## src/hw/rtl/mbca_pkg.sv

```systemverilog
// ----------------------------------------------------------------------------
// mbca_pkg
// Shared types and constants of the multichannel boxcar averager.
// ----------------------------------------------------------------------------
`default_nettype none

package mbca_pkg;

   localparam int CHANNELS_DEFAULT = 5;
   localparam int SCANS_DEFAULT    = 35;

   localparam int SAMPLE_W = 16;
   localparam int SLOT_W   = 3;
   localparam int KIND_W   = 2;
   localparam int REQ_DATA_W = 24;   // sample_value + slot, padded to bytes
   localparam int RSP_DATA_W = 24;   // average_value + two flags, padded

   typedef enum logic [KIND_W-1:0] {
      KIND_SAMPLE = 2'd0,
      KIND_READ   = 2'd1,
      KIND_ERROR  = 2'd2
   } kind_type;

   // status that travels with a read through the divide pipeline
   typedef struct packed {
      logic ready_res;
      logic slot_bad;
   } rd_ctl_type;

endpackage

`default_nettype wire

```

## src/hw/rtl/mbca_divider.sv

```systemverilog
// ----------------------------------------------------------------------------
// mbca_divider
// Divides a channel sum by SCANS: reciprocal multiply stage and output register.
// ----------------------------------------------------------------------------
`default_nettype none

module mbca_divider #(
   parameter int SUM_W = 22,
   parameter int SCANS = mbca_pkg::SCANS_DEFAULT
) (
   input  wire logic                            clock,
   input  wire logic                            reset,
   input  wire logic                            in_valid,
   output logic                                 in_ready,
   input  wire logic [SUM_W-1:0]                in_sum,
   input  wire mbca_pkg::rd_ctl_type            in_ctl,
   output logic                                 out_valid,
   input  wire logic                            out_ready,
   output logic      [mbca_pkg::SAMPLE_W-1:0]   out_average,
   output mbca_pkg::rd_ctl_type                 out_ctl
);

   // exact for every SUM_W-bit dividend: m = ceil(2^(N+l) / d), l = ceil(log2 d)
   localparam int              SHIFT_L = $clog2(SCANS);
   localparam int              SHIFT_K = SUM_W + SHIFT_L;
   localparam int              RECIP_W = SUM_W + 1;
   localparam int              PROD_W  = SUM_W + RECIP_W;
   localparam longint unsigned RECIP_FULL =
      ((64'd1 << SHIFT_K) + 64'(SCANS) - 64'd1) / 64'(SCANS);
   localparam logic [RECIP_W-1:0] RECIP = RECIP_W'(RECIP_FULL);

   logic                          prod_valid_ff, prod_valid_in;
   logic [PROD_W-1:0]             prod_ff, prod_in;
   mbca_pkg::rd_ctl_type          prod_ctl_ff, prod_ctl_in;
   logic                          out_valid_ff, out_valid_in;
   logic [mbca_pkg::SAMPLE_W-1:0] avg_ff, avg_in;
   mbca_pkg::rd_ctl_type          out_ctl_ff, out_ctl_in;
   logic                          out_adv;
   logic                          prod_adv;

   always_comb begin
      out_adv  = !out_valid_ff || out_ready;
      prod_adv = !prod_valid_ff || out_adv;

      prod_valid_in = prod_valid_ff;
      prod_in       = prod_ff;
      prod_ctl_in   = prod_ctl_ff;
      if (prod_adv) begin
         prod_valid_in = in_valid;
         prod_in       = PROD_W'(in_sum) * PROD_W'(RECIP);
         prod_ctl_in   = in_ctl;
      end

      out_valid_in = out_valid_ff;
      avg_in       = avg_ff;
      out_ctl_in   = out_ctl_ff;
      if (out_adv) begin
         out_valid_in = prod_valid_ff;
         avg_in       = prod_ff[SHIFT_K +: mbca_pkg::SAMPLE_W];
         out_ctl_in   = prod_ctl_ff;
      end
   end

   always_ff @(posedge clock) begin
      if (reset) begin
         prod_valid_ff <= 1'b0;
         out_valid_ff  <= 1'b0;
      end else begin
         prod_valid_ff <= prod_valid_in;
         out_valid_ff  <= out_valid_in;
      end
   end

   always_ff @(posedge clock) begin
      prod_ff     <= prod_in;
      prod_ctl_ff <= prod_ctl_in;
      avg_ff      <= avg_in;
      out_ctl_ff  <= out_ctl_in;
   end

   assign in_ready    = prod_adv;
   assign out_valid   = out_valid_ff;
   assign out_average = avg_ff;
   assign out_ctl     = out_ctl_ff;

endmodule

`default_nettype wire

```

## config.mk

```make
export PLATFORM = sky130hd
export DESIGN_NAME = mbca_divider
export DESIGN_NICKNAME = d
export VERILOG_FILES = /design/src/hw/rtl/mbca_pkg.sv /design/src/hw/rtl/mbca_divider.sv
export SDC_FILE = /design/constraint.sdc
export NUM_CORES = 1
export LEC_CHECK = 0
export BUFFER_PORTS_ARGS = -buffer_cell sky130_fd_sc_hd__buf_2
export CAP_MARGIN = 15
export CORE_MARGIN = 4
export CORE_UTILIZATION = 65
export CTS_BUF_LIST = sky130_fd_sc_hd__clkbuf_4 sky130_fd_sc_hd__clkbuf_8
export CTS_CLUSTER_SIZE = 8
export DETAILED_ROUTE_END_ITERATION = 10
export HOLD_SLACK_MARGIN = 0.12
export MAX_ROUTING_LAYER = met4
export PLACE_DENSITY = 0.84
export SKIP_CTS_REPAIR_TIMING = 1
export SLEW_MARGIN = 10
export SYNTH_ARGS = -nofsm -noshare
export SYNTH_HDL_FRONTEND = slang
export SYNTH_SLANG_ARGS = --single-unit
```

## constraint.sdc

```tcl
create_clock -name clock -period 15.4 [get_ports clock]
set_input_delay 1.54 -clock clock [delete_from_list [all_inputs] [get_ports clock]]
set_output_delay 1.54 -clock clock [all_outputs]
set_load 0.005 [all_outputs]
```

Word-level counts from Yosys, hierarchy flattened:

Index checks and enable logic that the tools add are counted.

* output and inout port bits: 20
* word-level logic and storage cells: 13
* bits of input ports: 28
* register bits after elaboration: 66

* reduce and logical (&&, ||, !) cells: 4
* $mul: 1

Operators with widths (count)
* 22-bit by 23-bit multiplier with 44-bit output, second input constant: 1
* 1-bit logical NOT: 2
* 1-bit logical OR: 2

Logic depth before layout (Yosys ltp):

Gate-level depths: netlist of run 1.

* word-level depth: 3
* gate-level depth with buffers: 22
* depth with buffers taken out: 22

Worst setup path before layout of run 1:

Ideal clock, no wire load.

* path kind: input to register
* start: input in_sum[13]
* end: register prod_ff[31], data pin
* arrival time: 6625 ps
* required time: 15140 ps
* slack: 8516 ps
* stages: 21
* path buffers: 0
* library setup time: 260 ps
* cell sequence: fa_1 > inv_1 > fa_1 > inv_1 > ha_1 > inv_1 > fa_1 > inv_1 > fa_1 > fa_1 > inv_1 > fa_1 > inv_1 > ha_1 > a211o_1 > a211oi_1 > o21ai_1 > a211o_1 > a21o_1 > a21oi_2 > xnor2_1

* cells in the longest elaborated chain, start to end: 1

RTL lines
* from (decl): line mbca_divider.sv:15 `input wire logic [SUM_W-1:0] in_sum,`
* 22-bit by 23-bit multiplier with 44-bit output: line mbca_divider.sv:50 `prod_in = PROD_W'(in_sum) * PROD_W'(RECIP);`
* to (signal assigned): line mbca_divider.sv:75 `prod_ff <= prod_in;`
* to (decl): line mbca_divider.sv:33 `logic [PROD_W-1:0] prod_ff, prod_in;`

No other way between the ends.
A chain may end at the register's enable or synchronous reset.

Final worst setup path of run 1:

* start: input in_sum[4]
* end: register prod_ff[41], data pin

Same word-level chain as after synthesis.

==> impl_metrics.toml, run 1 <==
[synth]
synth-edff-count = 36
syn_avg_cell_area_um2 = 10.49
seq_area_frac_synth_pct = 13.77
synth_cell_type_count = 47
syn_inst = 776
syn-num-nets = 1125
netlist_area_um2 = 8139
ys_async_sr_fraction_pct = 0
synth.ff_latch_count = 38
synthFlopType = "edfxtp_1"
synth_warnings = 0

[floorplanning]
die_x_um = 119.9
die_h_um = 119.9
rows = 40
ios = 48
start_util_pct = 67.20
core_area_um2 = 12110
die_area_um2 = 14380

[timing]
rsz0062_at_grt = "no"
whs_ns = 0.4208
finalSetupViolations = 0
fin_crit_ns = 7.215
slew_headroom_pct = 48.04
hold_violations = 0
finalCritPeriodShare_pct = 46.85
fin_setup_tns_ns = 0
fmax_mhz = 138.6
drv_slew = 0
worst_pin_slew_ns = 0.7775
finClkSkew_ns = 0.002799

[worst_setup_path]
rr_startpoint = "out_valid"
path_cells = "buf_2, fa_1, inv_1, fa_1, inv_1, ha_1, fa_1, inv_1, fa_1, inv_1, fa_1, inv_1, fa_1, inv_1, ha_1, and2_1, a21boi_0, a311oi_1, o31ai_1, o211ai_1, nand2b_1, a21oi_1, xnor2_1"
cp_data_arrival_time_ns = 7.26
rrSetupSlack_ns = 13.86
path_buf_inv = 7
crit_family = "adder cells"
reg2regPathDepth = 2
worstPathRequired_ns = 15.44
cp_num_cells = 23
path_class = "input port to register"
end_kind = "register"
reg2reg_to = "prod_ff[37]"
critPathSlowestCell = "o31ai_1"
cp-start-kind = "input port"
worstPathMaxFanout = 5
slowest_delay_ns = 0.57

[route]
drc = 0
via_per_inst = 5.429
drtIter0Drc = 268
highest_layer = "met4"
drt.antenna.violating_nets = 0
routed-via-count = 5418
drt-total-wl_um = 16990
wl_met1_um = 7229
dr.pass1.iters = 4
wl_met3_um = 1028
wire_per_inst_um = 17.02
routed-wl-met2_um = 8482

[final_layout]
diodes = 0
layout.cells.non_filler = 998
area_growth_pct = 6.472
layout-drive-gt1-share_pct = 7.590
fin_util_pct = 71.55
fin_nets = 1178

[status]
status = "finished clean"

[min_path]
min_path_type = "register to register"
worstHoldStart = "prod_ff[37]"
min_path_cells = 0
worstHoldEndpoint = "out_average[9]"

[place]
place_congestion = 1.024
dp.cells = 990
post-dp-hpwl_um = 15680
port_buffers = 47

[grt]
grt_antenna_before_repair = 0
gr-usage-all-layers_pct = 25.89
grt_pass1_vias = 5815
grt_max_degree = 20
grt_pass1_wl_um = 28230
grt_remaining_overflow = 0

[job]
cap_viol_max_count = 0

[cts]
insertion_delay_ns = 0.29
cts.path.max_buffers = 2
cts_max_level = 2
ctsRootBufferMaster = "clkbuf_8"
tritoncts = "yes"
path_clk_slew_ns = 0.07
cts_inserted_buffers = 5
cts.sinks = 38
## metrics by stage
| step | worst slack [ns] | instance area (um2) |
|---|---|---|
| after CTS | 8.205 | 8666 |
| final | 8.185 | 8666 |
| after global routing | 7.898 | 8666 |
| after global placement | 8.084 | 8581 |
| after floorplan | 8.516 | 8139 |
| after detailed placement | 7.884 | 8581 |
## placed cells by master, fill, tap and decap left out, types with 10 or more instances in the layout
cell and instances:
o21ai_0 10, inv_1 248, nor2_1 13, buf_2 47, xnor2_1 12, nand2_1 14, a21o_1 10, a21oi_1 31
edfxtp_1 36, ha_1 185, fa_1 136
## state kept, by name, summed over array words and instances (netlist names)
signal         flops
out_average       16
out_ctl            2
out_valid          1
prod_ctl_ff        2
prod_ff           16
prod_valid_ff      1
## cell families (layout without fill, tap and decap cells)
kind of cell             after synthesis  in the layout  synth area share, %
buffers and inverters                249            303                11.48
XOR/XNOR                              20             20                2.152
flip-flops                            38             38                13.77
AO/OA/AOI/OAI                         84             84                6.610
adder cells (fa/ha/maj)              321            321                61.89
AND/OR/NAND/NOR                       64             64                4.090
## worst max path at each step
stage | startpoint | end
after CTS | in_sum[5] | prod_ff[41]
after detailed placement | in_sum[5] | prod_ff[41]
after global placement | in_sum[4] | prod_ff[41]
final | in_sum[4] | prod_ff[41]
after floorplan | in_sum[13] | prod_ff[31]
after global routing | in_sum[5] | prod_ff[41]
## synth_stat cells (all sizes together) (2+ instances only)
cell type    n  area share [%]
a211o        2            0.22
a211oi       2            0.18
a21boi       2            0.18
a21o        11             1.0
a21oi       33             2.1
a31oi        4            0.31
and2         3            0.23
and3         2            0.17
and4         2            0.22
dfxtp        2            0.49
edfxtp      36              13
fa         136              33
ha         185              28
inv        248              11
nand2       14            0.65
nand2b       3            0.23
nand3        8            0.49
nand4        5            0.38
nor2        13            0.60
nor2b        4            0.31
nor3         5            0.37
o2111ai      2            0.22
o211ai       3            0.28
o21a         3            0.28
o21ai       15            0.97
o31ai        2            0.25
xnor2       12             1.3
xor2         8            0.86
## worst register-to-register path: stages, from the launching register on
cell     delay (ns)
dfxtp_1        0.34
nor2b_1        0.26
nand2_1        0.52
## final cells by class
cell class,count,area [um2]
clock buffers,5,68.82
fillers,888,3446
flip-flops and latches,38,1121
repair buffers,47,235.2
clock inverters,3,16.27
multi-input cells,489,6083
inverters,248,930.9
well taps,168,210.2
## layer usage
layer  global-route usage [%]  vias to the layer above
met5                        -                        -
met4                    4.724                        0
met3                    5.561                       23
met2                    42.64                      157
met1                    33.76                     2690
li1                         -                     2548
Power of run 1 is left out: the tool's default activity adds up to more than one toggle a clock period on the data nets, which glitch-free logic cannot reach.
==> run 2, diff against run 1 <==
--- a/config.mk
+++ b/config.mk
@@ -8,13 +8,13 @@
 export BUFFER_PORTS_ARGS = -buffer_cell sky130_fd_sc_hd__buf_2
 export CAP_MARGIN = 15
 export CORE_MARGIN = 4
-export CORE_UTILIZATION = 65
+export CORE_UTILIZATION = 59
 export CTS_BUF_LIST = sky130_fd_sc_hd__clkbuf_4 sky130_fd_sc_hd__clkbuf_8
 export CTS_CLUSTER_SIZE = 8
 export DETAILED_ROUTE_END_ITERATION = 10
 export HOLD_SLACK_MARGIN = 0.12
 export MAX_ROUTING_LAYER = met4
-export PLACE_DENSITY = 0.84
+export PLACE_DENSITY = 0.81
 export SKIP_CTS_REPAIR_TIMING = 1
 export SLEW_MARGIN = 10
 export SYNTH_ARGS = -nofsm -noshare
==> constraint.sdc (replaced) <==
create_clock -name clock -period 5.9 [get_ports clock]
set_input_delay 0.59 -clock clock [delete_from_list [all_inputs] [get_ports clock]]
set_output_delay 0.59 -clock clock [all_outputs]
set_load 0.005 [all_outputs]
==> run 2 against run 1 <==
Net effect: the flow now finishes with violations (negative setup slack); design area is 13% higher; worst hold slack got worse by 0.0015 ns; first-iteration DRC count increased by 12%; setup slack worse by 8.3 ns; routed wire length is 13% higher; register-to-register slack worse by 9.5 ns; count of clock-buffer cells in the layout is 2 higher; clock skew increased by 0.0041 ns.
==> impl_metrics.toml, run 2 (synthesized netlist as in run 1, its figures left out) <==
[timing]
fin_crit_ns = 6.031
finalCritPeriodShare_pct = 102.2
slew_headroom_pct = 47.05
fmax_mhz = 165.8
drv_slew = 0
finalSetupViolations = 3
hold_violations = 0
worst_pin_slew_ns = 0.7923
rsz0062_at_grt = "yes"
finClkSkew_ns = 0.006881
fin_ws_ns = -0.1314

[worst_setup_path]
slowest_delay_ns = 0.60
crit_family = "adder cells"
cp-start-kind = "input port"
cpMostUsedCell = "fa_1"
end_kind = "register"
critPathSlowestCell = "fa_1"
cp_data_arrival_time_ns = 6.17
path_buf_inv = 3
worstPathRequired_ns = 6.04
path_cells = "buf_2, fa_1, fa_1, fa_2, fa_1, fa_1, fa_1, inv_1, fa_1, inv_2, ha_4, nand2_4, nor3_4, nand4_1, a21oi_2, o211ai_1, a31o_1, or4_1, nand4_1"
worstPathMaxFanout = 4
path_class = "input port to register"

[place]
post-dp-hpwl_um = 16490
port_buffers = 47
place_congestion = 0.9660

[route]
wl_met1_um = 7467
via_per_inst = 5.338
highest_layer = "met4"
wire_per_inst_um = 17.47
routed-via-count = 5882
drc = 0
wl_met3_um = 844
routed-wl-met2_um = 10290
dr.pass1.iters = 4
drtIter0Drc = 300
drt.antenna.violating_nets = 0
drt-total-wl_um = 19260

[floorplanning]
core_area_um2 = 13400
die_area_um2 = 15740
start_util_pct = 60.74
die_x_um = 125.5
die_h_um = 125.5
rows = 42
ios = 48

[grt]
grt_pass1_wl_um = 29910
grt_antenna_before_repair = 0
grt_remaining_overflow = 0
grt_max_degree = 20
grt_pass1_vias = 6384
gr-usage-all-layers_pct = 24.14

[final_layout]
diodes = 0
fillers = 913
fin_nets = 1274
fin_util_pct = 72.76
area_growth_pct = 19.80
final_cell_mix = "233 x inv_1, 174 x ha_1, 130 x fa_1"
layout_commonest_cell = "inv_1"
layout-drive-gt1-share_pct = 22.68

[min_path]
min_path_type = "register to register"

[cts]
insertion_delay_ns = 0.28
tritoncts = "yes"
cts_max_level = 2
cts_inserted_buffers = 5
cts.path.max_buffers = 2
ctsRootBufferMaster = "clkbuf_8"
path_clk_slew_ns = 0.06
cts.sinks = 38

[job]
cap_viol_max_count = 0

[status]
violations = "negative setup slack"
status = "finished, violations left"
[run 2: cell count changes in the layout (fill, tap and decap cells not counted), moves of 3 or more]
cell and change:
buf_2 -3, buf_4 +95, fa_1 -6, fa_2 +6
ha_1 -11, ha_4 +11, inv_1 -15, inv_2 +14
nand3_1 -3
[run 2: cell type report]
type | instances | area, um2 | share of cell area (%)
clock inverter | 1 | 30.03 | 0.3080
timing repair buffer | 143 | 985.9 | 10.11
inverter | 248 | 933.4 | 9.573
clock buffer | 7 | 90.09 | 0.9239
sequential | 38 | 1121 | 11.50
tap | 176 | 220.2 | 2.258
multi-input combinational | 489 | 6370 | 65.33
[run 2: metal layers]
layer,vias to the layer above,global-route usage [%]
met3,46,4.051
li1,2751,-
met2,165,42.42
met1,2920,29.12
met4,0,5.804
met5,-,-
[run 2: worst reg2reg max path, cell delays in order (launching register included)]
cell	delay [ns]
dfxtp_1	0.32
nor2b_1	0.26
nand2_1	0.53
[run 2: stage by stage]
stage | std cells | setup TNS, ns | hold WS, ns | setup slack (ns) | cell area (um2)
finish | 1102 | -0.1918 | 0.4193 | -0.1314 | 9751
global route | 1102 | -1.074 | 0.4309 | -0.2406 | 9751
CTS | 1099 | -1.106 | 0.4208 | -0.2617 | 9422
detailed placement | 1091 | -5.507 | 0.4052 | -0.5738 | 9301
global placement | 1091 | -4.123 | 0.4009 | -0.4749 | 9301
floorplan | 776 | 0 | 0.4003 | 0.03568 | 8152
[run 2: final timing paths]
path / start / slack, ns / endpoint / cells past startpoint
worst min-delay path: prod_ff[37] / 0.42 / out_average[9] / 0
worst min register to register: prod_ff[37] / 0.42 / out_average[9] / 0
worst max-delay path: in_sum[17] / -0.13 / prod_ff[38] / 19
worst max register to register: out_valid / 4.34 / prod_ff[35] / 2
Power of run 2 is left out for the same reason.
