[config.mk]
export PLATFORM = sky130hd
export DESIGN_NAME = mbca_cell
export DESIGN_NICKNAME = d
export VERILOG_FILES = /design/src/hw/rtl/mbca_pkg.sv /design/src/hw/rtl/mbca_cell.sv
export SDC_FILE = /design/constraint.sdc
export NUM_CORES = 1
export LEC_CHECK = 0
export BUFFER_PORTS_ARGS = -buffer_cell sky130_fd_sc_hd__buf_2
export CAP_MARGIN = 20
export CORE_UTILIZATION = 39
export CTS_BUF_LIST = sky130_fd_sc_hd__clkbuf_4
export DETAILED_ROUTE_END_ITERATION = 10
export PLACE_DENSITY = 0.8
export SETUP_SLACK_MARGIN = 0.02
export SLEW_MARGIN = 20
export SYNTH_ARGS = -nofsm -noshare
export SYNTH_HDL_FRONTEND = slang
export SYNTH_SLANG_ARGS = --single-unit
[constraint.sdc]
create_clock -name clock -period 0.8 [get_ports clock]
set_input_delay 0.12 -clock clock [delete_from_list [all_inputs] [get_ports clock]]
set_output_delay 0.12 -clock clock [all_outputs]
set_load 0.02 [all_outputs]
[src/hw/rtl/mbca_pkg.sv]
// ----------------------------------------------------------------------------
// mbca_pkg
// Shared types and constants of the multichannel boxcar averager.
// ----------------------------------------------------------------------------
`default_nettype none

package mbca_pkg;

   localparam int CHANNELS_DEFAULT = 5;
   localparam int SCANS_DEFAULT    = 35;

   localparam int SAMPLE_W = 16;
   localparam int SLOT_W   = 3;
   localparam int KIND_W   = 2;
   localparam int REQ_DATA_W = 24;   // sample_value + slot, padded to bytes
   localparam int RSP_DATA_W = 24;   // average_value + two flags, padded

   typedef enum logic [KIND_W-1:0] {
      KIND_SAMPLE = 2'd0,
      KIND_READ   = 2'd1,
      KIND_ERROR  = 2'd2
   } kind_type;

   // status that travels with a read through the divide pipeline
   typedef struct packed {
      logic ready_res;
      logic slot_bad;
   } rd_ctl_type;

endpackage

`default_nettype wire

[src/hw/rtl/mbca_cell.sv]
// ----------------------------------------------------------------------------
// mbca_cell
// One sample position of the boxcar delay line; passes its sample on each shift.
// ----------------------------------------------------------------------------
`default_nettype none

module mbca_cell (
   input  wire logic                            clock,
   input  wire logic                            reset,
   input  wire logic                            shift_en,
   input  wire logic [mbca_pkg::SAMPLE_W-1:0]   sample_in,
   output logic      [mbca_pkg::SAMPLE_W-1:0]   sample_out
);

   logic [mbca_pkg::SAMPLE_W-1:0] sample_ff;
   logic [mbca_pkg::SAMPLE_W-1:0] sample_in_sel;

   always_comb begin
      sample_in_sel = shift_en ? sample_in : sample_ff;
   end

   // store starts out as zeros
   always_ff @(posedge clock) begin
      if (reset) begin
         sample_ff <= '0;
      end else begin
         sample_ff <= sample_in_sel;
      end
   end

   assign sample_out = sample_ff;

endmodule

`default_nettype wire

== Word level (Yosys, flattened, before mapping) ==
Cells that the tools add are included.

* Flip-flop bits (word level): 16
* Input bits: 19
* Output and inout bits: 16
* Word-level logic and storage cells: 1

== Depth between registers and ports, before layout ==
Gate-level depths: netlist of run 1.

* Depth in word-level cells: 0
* Mapped depth: 4
* Gate-level depth less buffers: 2

== Worst setup path after synthesis of run 1 ==
OpenSTA, ideal clock, no wires.

* Path kind: input-to-reg
* Start: in shift_en
* End: reg sample_ff, in the netlist sample_out[10]
* Setup time: 0.117 ns
* Data arrival time: 0.585 ns
* Required time: 0.683 ns
* Slack: 0.098 ns
* Stages on the path: 4
* Cell sequence: buf_6 -> buf_12 -> mux2i_1 -> nor2_1

{| class="wikitable"
|+ RTL lines
! item !! line !! RTL
|-
| start, declared || mbca_cell.sv:10 || <nowiki>input wire logic shift_en,</nowiki>
|-
| end signal, assigned || mbca_cell.sv:27 || <nowiki>sample_ff <= sample_in_sel;</nowiki>
|-
| end, declared || mbca_cell.sv:15 || <nowiki>logic [mbca_pkg::SAMPLE_W-1:0] sample_ff;</nowiki>
|}

== Final worst setup path of run 1 ==
* Start: reg sample_ff, in the netlist sample_out[6]
* End: out sample_out[6] (netlist name)

{| class="wikitable"
|+ RTL lines
! item !! line !! RTL
|-
| end, declared || mbca_cell.sv:12 || <nowiki>output logic [mbca_pkg::SAMPLE_W-1:0] sample_out</nowiki>
|}

No word-level cell between the ends.

==> run metrics, run 1 <==
outcome=finished with violations; failing checks=negative setup slack; Area Overhead vs Synth=54.31%; synthesized area per cell=11.16 um2; crit path time final=866.0 ps; CTS tree=built; post_cts resized=48; Synth top area share=55.17%; sequential share of power=54.7%; H-Tree Depth=1; All-Layer GR Usage=16.93%; CTS Sinks=16; crit path max fanout=2; Reg clk slew, reported paths=90 ps; critical path class=reg -> out; final count of hold timing violations=0; Max-cap violations=0; Die Span Y=40.58 um; Num CTS Buffers=3; Synth Instances=52; n_diodes=0; Setup WS post-layout=-65.97 ps; LEAKAGE=0.4548 nW; Fin Clk Skew=0 ps; FF-to-FF setup slack=160 ps; # IOs=35; WP data required=680 ps; sw frac=25.54%; antenna violations before repair=0; CTS Root Cell=clkbuf_4; Die W=40.58 um; nature of the critical path endpoint=output port; total grt overflow=0; max reg flops=16; # setup viols final=16; Port Buffers=34; Initial Utilization=43.00%; Synthesized Nets=71; Cell Int Power=0.001206 W; die area=0.001647 mm2; synth warn=0; Total Wirelength=1.202 mm; Slowest-stage cell, CP=dfxtp_2; main area contributors after synthesis=dfxtp_1 55%, mux2i_1 28%, nor2_1 10%; Critical path buffers and inverters=1; Worst Path Arrival=750 ps; Vias per Instance=4.784; global-route wire length before repair=1.780 mm; Synth Register Bits=16; mapped cell area=580.6 um2; Post-CTS Repair Setup Buffers=0; fin crit share=108.2%; sum of negative setup slack=-888.4 ps; slowest stage delay, CP=350 ps; top cell type by total area after synthesis=dfxtp_1; Max Root-Sink Buffers=2; Startpoint Class=register; vias=488; Hold WC Path Type=in -> reg; share of layout cells above drive strength 1=62.07%; row cnt=13; count of final max-slew check failures=0; achievable clock frequency=1155 MHz; Final ANT Viol Nets=0; clock share of power=25.7%; Cell Pwr Density=1808 mW/mm2; hold_buf cts=0; largest net degree at the start of global routing=17; Core ar.=0.001350 mm2; Post-DP Area=749.5 um2; DR pass1 iterations=4; VDD IR-drop max=0.8093 mV; vias in the first global route=472; filler instances=105; sequential cell area fraction in the yosys report=55.17%; RSZ-0062 raised after global routing=true; Residual DRC=0; Synth cell types=7; clock latency on the worst-skew pair=280 ps; DRT iter0 DRCs=9; worst slew pin tran=270.8 ps; max_slew headroom=81.95%; RePlAce Congestion=0.5959; nets=107; Comb power frac=19.6%; CP top delay family=flip-flops; Switch Pwr=0.0004139 W; Finished Cell Area=895.9 um2; crit path cell chain=buf_6; WL/cell=11.78 um
[final cells by class]
| class | count | area (um2) | share of cell area (%) |
|---|---|---|---|
| Sequential cell | 16 | 340.3 | 37.99 |
| Timing Repair Buffer | 35 | 290.3 | 32.40 |
| Multi-Input combinational cell | 32 | 220.2 | 24.58 |
| Clock buffer | 3 | 22.52 | 2.514 |
| Tap cell | 15 | 18.77 | 2.095 |
| Clock inverter | 1 | 3.754 | 0.4190 |
[Yosys cell counts]
cell and n:
buf_6 1, mux2i_1 16, nor2_1 16, buf_2 1, buf_1 1, buf_12 1, dfxtp_1 16
[worst paths after layout]
path / cells past startpoint / from / to
worst max-delay path: 1 / sample_out[6]$_SDFFE_PP0P_ / sample_out[6]
worst min-delay path: 3 / sample_in[13] / sample_out[13]$_SDFFE_PP0P_
worst min register to register: 2 / sample_out[1]$_SDFFE_PP0P_ / sample_out[1]$_SDFFE_PP0P_
worst max register to register: 2 / sample_out[6]$_SDFFE_PP0P_ / sample_out[6]$_SDFFE_PP0P_
[per-layer routing]
layer  up-vias  global-route usage (%)  wire, um
met3         2                   3.333        49
met4         0                   12.50        17
li1        243                       -         -
met5         -                       0         0
met2        18                   29.76       633
met1       225                   17.45       502
[through the flow]
stage	cells	hold WS [ps]	total power [W]	setup slack (ps)	util (%)
floorplan	52	267.2	0.001052	97.55	-
global placement	98	353.5	0.001139	45.44	55.51
detailed placement	98	366.0	0.001146	0.03753	55.51
CTS	102	64.27	0.001633	-71.08	66.36
global route	102	64.88	0.001704	-100.7	66.36
finish	102	67.34	0.001620	-65.97	66.36
[placed cells by master, fill, tap and decap left out]
cell type and instances:
buf_6 16, buf_2 18, dfxtp_2 16, clkinv_1 1
mux2i_1 16, buf_12 1, nor2_1 16, clkbuf_4 3
[power groups by stage]
stage | combinational (W) | clock, W | sequential [W]
after CTS | 0.000318 | 0.000430 | 0.000886
after global placement | 0.000257 | 0 | 0.000881
after global routing | 0.000341 | 0.000471 | 0.000892
after floorplan | 0.000109 | 0 | 0.000943
final | 0.000317 | 0.000417 | 0.000886
after detailed placement | 0.000264 | 0 | 0.000883
[cells by family (layout without fill, tap and decap cells)]
logic type             count (synthesis)  count (layout)  share of synthesized area, %
multiplexers                          16              16                         27.59
buffers and inverters                  4              39                         6.895
flip-flops                            16              16                         55.17
AND/OR/NAND/NOR                       16              16                         10.35
(Power assumes the default switching activity.)
==> inputs of run 2 (changes only) <==
CELL_PAD_IN_SITES_DETAIL_PLACEMENT = 0   (was default)
CELL_PAD_IN_SITES_GLOBAL_PLACEMENT = 1   (was default)
CORE_UTILIZATION = 31   (was 39)
PLACE_DENSITY = 0.83   (was 0.8)
clock period = 0.9 ns   (was 0.8 ns; I/O delays follow)
==> run 2 against run 1 <==
Against the previous run: the run now ends clean; cell count increased by 9.8%; sequential power decreased by 11%; clock skew unchanged; sequential share of layout area decreased by 0.52 points; clock-buffer cell count unchanged; critical path type unchanged; largest cell class unchanged.
==> run metrics, run 2 (synthesized netlist as in run 1, its figures left out) <==
CP top delay family=flip-flops; achievable clock frequency=1153 MHz; FF-to-FF setup slack=270 ps; Hold WC Path Type=in -> reg; DR pass1 iterations=3; uppermost layer routed=met3; Vias per Instance=4.179; LEAKAGE=0.4548 nW; global-route wire length before repair=1.863 mm; Max Root-Sink Buffers=2; Port Buffers=34; Area Overhead vs Synth=56.47%; vias=468; CTS tree=built; Fin Hold WS=94.81 ps; Worst Path Arrival=730 ps; RR Endpoint=sample_out[13]$_SDFFE_PP0P_; VDD IR-drop max=0.8545 mV; Initial Utilization=33.26%; share of layout cells above drive strength 1=62.07%; outcome=complete, no violations; Die Span Y=45.28 um; crit path cell chain=buf_6; Max-cap violations=0; Die W=45.28 um; CTS Root Cell=clkbuf_4; hold wc startpoint=sample_in[9]; wl on met1=522 um; Worst Hold Depth=3; CP Depth=1; Startpoint Class=register; most frequent cells in the layout=18 x buf_2, 16 x mux2i_1, 16 x nor2_1, 16 x buf_6, 16 x dfxtp_2; All-Layer GR Usage=12.43%; antenna violations before repair=0; # IOs=35; # setup viols final=0; Non-Filler Instances=112; count of final max-slew check failures=0; critical path class=reg -> out; DR WL met2=548 um; H-Tree Depth=1; largest net degree at the start of global routing=17; Fin Clk Skew=0 ps; DRT iter0 DRCs=6; final count of hold timing violations=0; WL/cell=10.18 um; die area=0.002050 mm2; crit path max fanout=2; nature of the critical path endpoint=output port; nets=107; row cnt=15; reg-to-reg startpoint=sample_out[13]$_SDFFE_PP0P_; Critical path buffers and inverters=1; Num CTS Buffers=3; crit path time final=867.5 ps; clock latency on the worst-skew pair=270 ps; total grt overflow=0; slowest stage delay, CP=350 ps; Residual DRC=0; Reg clk slew, reported paths=90 ps; max reg flops=16; R2R depth=2; fin crit share=96.39%; Final ANT Viol Nets=0; most common cell after layout, fill and taps aside=buf_2; vias in the first global route=490; Total Wirelength=1.140 mm; n_diodes=0; met3 wire len=69 um; Hold Path Sink=sample_out[9]$_SDFFE_PP0P_; dpl cells=108; max_slew headroom=80.84%; Slowest-stage cell, CP=dfxtp_2; WP data required=760 ps; Core ar.=0.001745 mm2; RSZ-0062 raised after global routing=true; worst slew pin tran=287.4 ps; Cell Pwr Density=1573 mW/mm2; sum of negative setup slack=0 ps; RePlAce Congestion=0.6695; hold_buf cts=0; CTS Sinks=16
## run 2: how the worst max path moves through the flow
stage / from / to / slack [ps]
floorplan: shift_en / sample_out[10]$_SDFFE_PP0P_ / 180
global placement: shift_en / sample_out[5]$_SDFFE_PP0P_ / 120
detailed placement: shift_en / sample_out[3]$_SDFFE_PP0P_ / 90
CTS: sample_out[2]$_SDFFE_PP0P_ / sample_out[2] / 20
global route: sample_out[6]$_SDFFE_PP0P_ / sample_out[6] / -8
finish: sample_out[6]$_SDFFE_PP0P_ / sample_out[6] / 30
## run 2: per-layer routing
| layer | global-route usage, % | up-vias |
|---|---|---|
| met2 | 21.74 | 29 |
| met3 | 4.000 | 0 |
| met4 | 3.636 | 0 |
| li1 | - | 240 |
| met5 | 0 | - |
| met1 | 14.36 | 199 |
## run 2: final cells by class
type | count | area [um2]
Sequential cell | 16 | 340.3
Timing Repair Buffer | 35 | 290.3
Fill cell | 171 | 837.1
Tap cell | 25 | 31.28
Multi-Input combinational cell | 32 | 220.2
Clock buffer | 3 | 22.52
Clock inverter | 1 | 3.754
## run 2: repair_timing
action,CTS,global route
setup buffers,0,0
gates resized for setup,48,0
setup endpoints to repair,16,16
hold endpoints to repair,0,0
## run 2: report_power, final
group	internal [W]	leakage, nW	switching, W	total, W
logic	0.000153	0.302	0.000128	0.000281
registers	0.000759	0.138	0.0000282	0.000787
clock network	0.000160	0.0154	0.000201	0.000361
## run 2: per-stage QoR
step / worst slack (ps) / instance area, um2 / util, % / total power (W)
5_1_grt: -7.658 / 908.4 / 52.04 / 0.001509
4_1_cts: 17.86 / 908.4 / 52.04 / 0.001452
3_3_place_gp: 120.2 / 762.0 / 43.66 / 0.001015
2_1_floorplan: 182.6 / 580.6 / - / 0.0009350
3_5_place_dp: 90.39 / 762.0 / 43.66 / 0.001020
6_report: 32.49 / 908.4 / 52.04 / 0.001428
==> inputs of run 3 (changes only) <==
--- a/config.mk
+++ b/config.mk
@@ -6,12 +6,12 @@
 export NUM_CORES = 1
 export LEC_CHECK = 0
-export BUFFER_PORTS_ARGS = -buffer_cell sky130_fd_sc_hd__buf_2
 export CAP_MARGIN = 20
 export CELL_PAD_IN_SITES_DETAIL_PLACEMENT = 0
 export CELL_PAD_IN_SITES_GLOBAL_PLACEMENT = 1
-export CORE_UTILIZATION = 31
+export CORE_UTILIZATION = 44
 export CTS_BUF_LIST = sky130_fd_sc_hd__clkbuf_4
 export DETAILED_ROUTE_END_ITERATION = 10
-export PLACE_DENSITY = 0.83
+export DONT_BUFFER_PORTS = 1
+export PLACE_DENSITY = 0.8
 export SETUP_SLACK_MARGIN = 0.02
 export SLEW_MARGIN = 20
==> constraint.sdc (replaced) <==
create_clock -name clock -period 0.9 [get_ports clock]
set_input_delay 0.045 -clock clock [delete_from_list [all_inputs] [get_ports clock]]
set_output_delay 0.045 -clock clock [all_outputs]
set_load 0.02 [all_outputs]
==> run 3 against run 2 <==
Against the previous run: the flow now finishes with violations (negative hold slack); global-route usage up 10 points; clock-buffer cell count unchanged; maximum frequency up 4.6%; first-iteration DRC count up 33%; via count up 4.9%; cell count down 12%; sequential share of layout area down 0.95 points; die area down 28%; setup slack better by 38 ps; non-clock buffer count down 2.
==> run metrics, run 3 (synthesized netlist as in run 1, its figures left out) <==
Hold WC Path Type=in -> reg; Core ar.=0.001171 mm2; H-Tree Depth=1; Initial Utilization=49.57%; achievable clock frequency=1205 MHz; Reg clk slew, reported paths=90 ps; share of layout cells above drive strength 1=22.35%; max_slew headroom=63.47%; slowest stage delay, CP=360 ps; nets=105; WP data required=850 ps; CTS tree=built; RSZ-0062 raised after global routing=false; # IOs=35; crit path cell chain=buf_4; Residual DRC=0; global-route wire length before repair=2.159 mm; outcome=finished with violations; Worst Hold Depth=2; Cell Pwr Density=1597 mW/mm2; most frequent cells in the layout=16 x mux2i_1, 16 x nor2_1, 16 x dlygate4sd3_1, 16 x buf_4, 16 x dfxtp_1; LEAKAGE=0.4348 nW; CTS Root Cell=clkbuf_4; R2R depth=2; RR Endpoint=sample_out[10]$_SDFFE_PP0P_; clock latency on the worst-skew pair=280 ps; Slowest-stage cell, CP=dfxtp_1; Max Root-Sink Buffers=2; Num CTS Buffers=3; Total Wirelength=1.407 mm; Hold Path Sink=sample_out[13]$_SDFFE_PP0P_; # setup viols final=0; CP Depth=1; nature of the critical path endpoint=output port; reg-to-reg startpoint=sample_out[10]$_SDFFE_PP0P_; crit path max fanout=2; Worst Path Arrival=780 ps; hold wc startpoint=shift_en; crit path time final=829.6 ps; sum of negative setup slack=0 ps; CTS Sinks=16; Die Span Y=38.33 um; Post-CTS Repair Setup Buffers=0; hold_buf cts=17; DRT iter0 DRCs=8; critical path class=reg -> out; row cnt=12; total grt overflow=0; Die W=38.33 um; max reg flops=16; Area Overhead vs Synth=51.08%; largest net degree at the start of global routing=17; DP Worst Slack=285.2 ps; Max-cap violations=0; Port Buffers=0; fin crit share=92.18%; count of final max-slew check failures=0; DP HPWL=870.2 um; All-Layer GR Usage=22.48%; FF-to-FF setup slack=260 ps; final count of hold timing violations=16; DR pass1 iterations=4; Critical path buffers and inverters=1; vias=491; Startpoint Class=register; die area=0.001469 mm2; RePlAce Congestion=0.6943; worst slew pin tran=547.9 ps; vias in the first global route=548; WL/cell=14.21 um; Final ANT Viol Nets=0; Fin Clk Skew=0 ps; VDD IR-drop max=1.134 mV; antenna violations before repair=0; Setup WS post-layout=70.42 ps; failing checks=negative hold slack; n_diodes=0; Vias per Instance=4.960; Fin Hold WS=-73.99 ps; CP top delay family=flip-flops
run 3: changes by cell type in the layout (fill, tap and decap cells not counted), sizes merged:
cell,before,now
buf,35,16
dlygate4sd3,0,16
dlymetal6s4s,0,1
run 3: where the power goes:
group | switching (W) | internal [W] | leakage, nW
combinational | 0.000113 | 0.000142 | 0.287
clock | 0.000211 | 0.000161 | 0.0154
sequential | 0.0000231 | 0.000750 | 0.132
total | 0.000348 | 0.00105 | 0.435
run 3: timing repair:
action	CTS	global route
endpoints found under the setup margin	0	16
endpoints found under the hold margin	16	16
resized for setup	0	1
run 3: metal layers:
metal,global-route usage (%),wire length [um],vias up
met4,5.357,21,0
met5,0,0,-
li1,-,-,236
met2,48.31,863,24
met1,17.15,448,229
met3,9.302,74,2
run 3: area by class of cell:
type / count / area (um2)
Clock inverter: 1 / 3.754
Timing Repair Buffer: 33 / 292.8
Fill cell: 99 / 294.0
Tap cell: 14 / 17.52
Multi-Input combinational cell: 32 / 220.2
Clock buffer: 3 / 22.52
Sequential cell: 16 / 320.3
run 3: worst max path at each step:
stage / start / endpoint
2_1_floorplan: sample_out[0]$_SDFFE_PP0P_ / sample_out[0]$_SDFFE_PP0P_
3_3_place_gp: sample_out[14]$_SDFFE_PP0P_ / sample_out[14]$_SDFFE_PP0P_
3_5_place_dp: sample_out[9]$_SDFFE_PP0P_ / sample_out[9]$_SDFFE_PP0P_
4_1_cts: reset / sample_out[3]$_SDFFE_PP0P_
5_1_grt: sample_out[3]$_SDFFE_PP0P_ / sample_out[3]
6_report: sample_out[14]$_SDFFE_PP0P_ / sample_out[14]
run 3: per-stage QoR:
| stage | cells | total power [W] | util (%) | cell area [um2] |
|---|---|---|---|---|
| finish | 99 | 0.001401 | 74.89 | 877.1 |
| global route | 99 | 0.001470 | 74.89 | 877.1 |
| CTS | 99 | 0.001418 | 74.68 | 874.6 |
| detailed placement | 78 | 0.0009745 | 57.91 | 678.2 |
| global placement | 78 | 0.0009658 | 57.91 | 678.2 |
| floorplan | 52 | 0.0009350 | - | 580.6 |
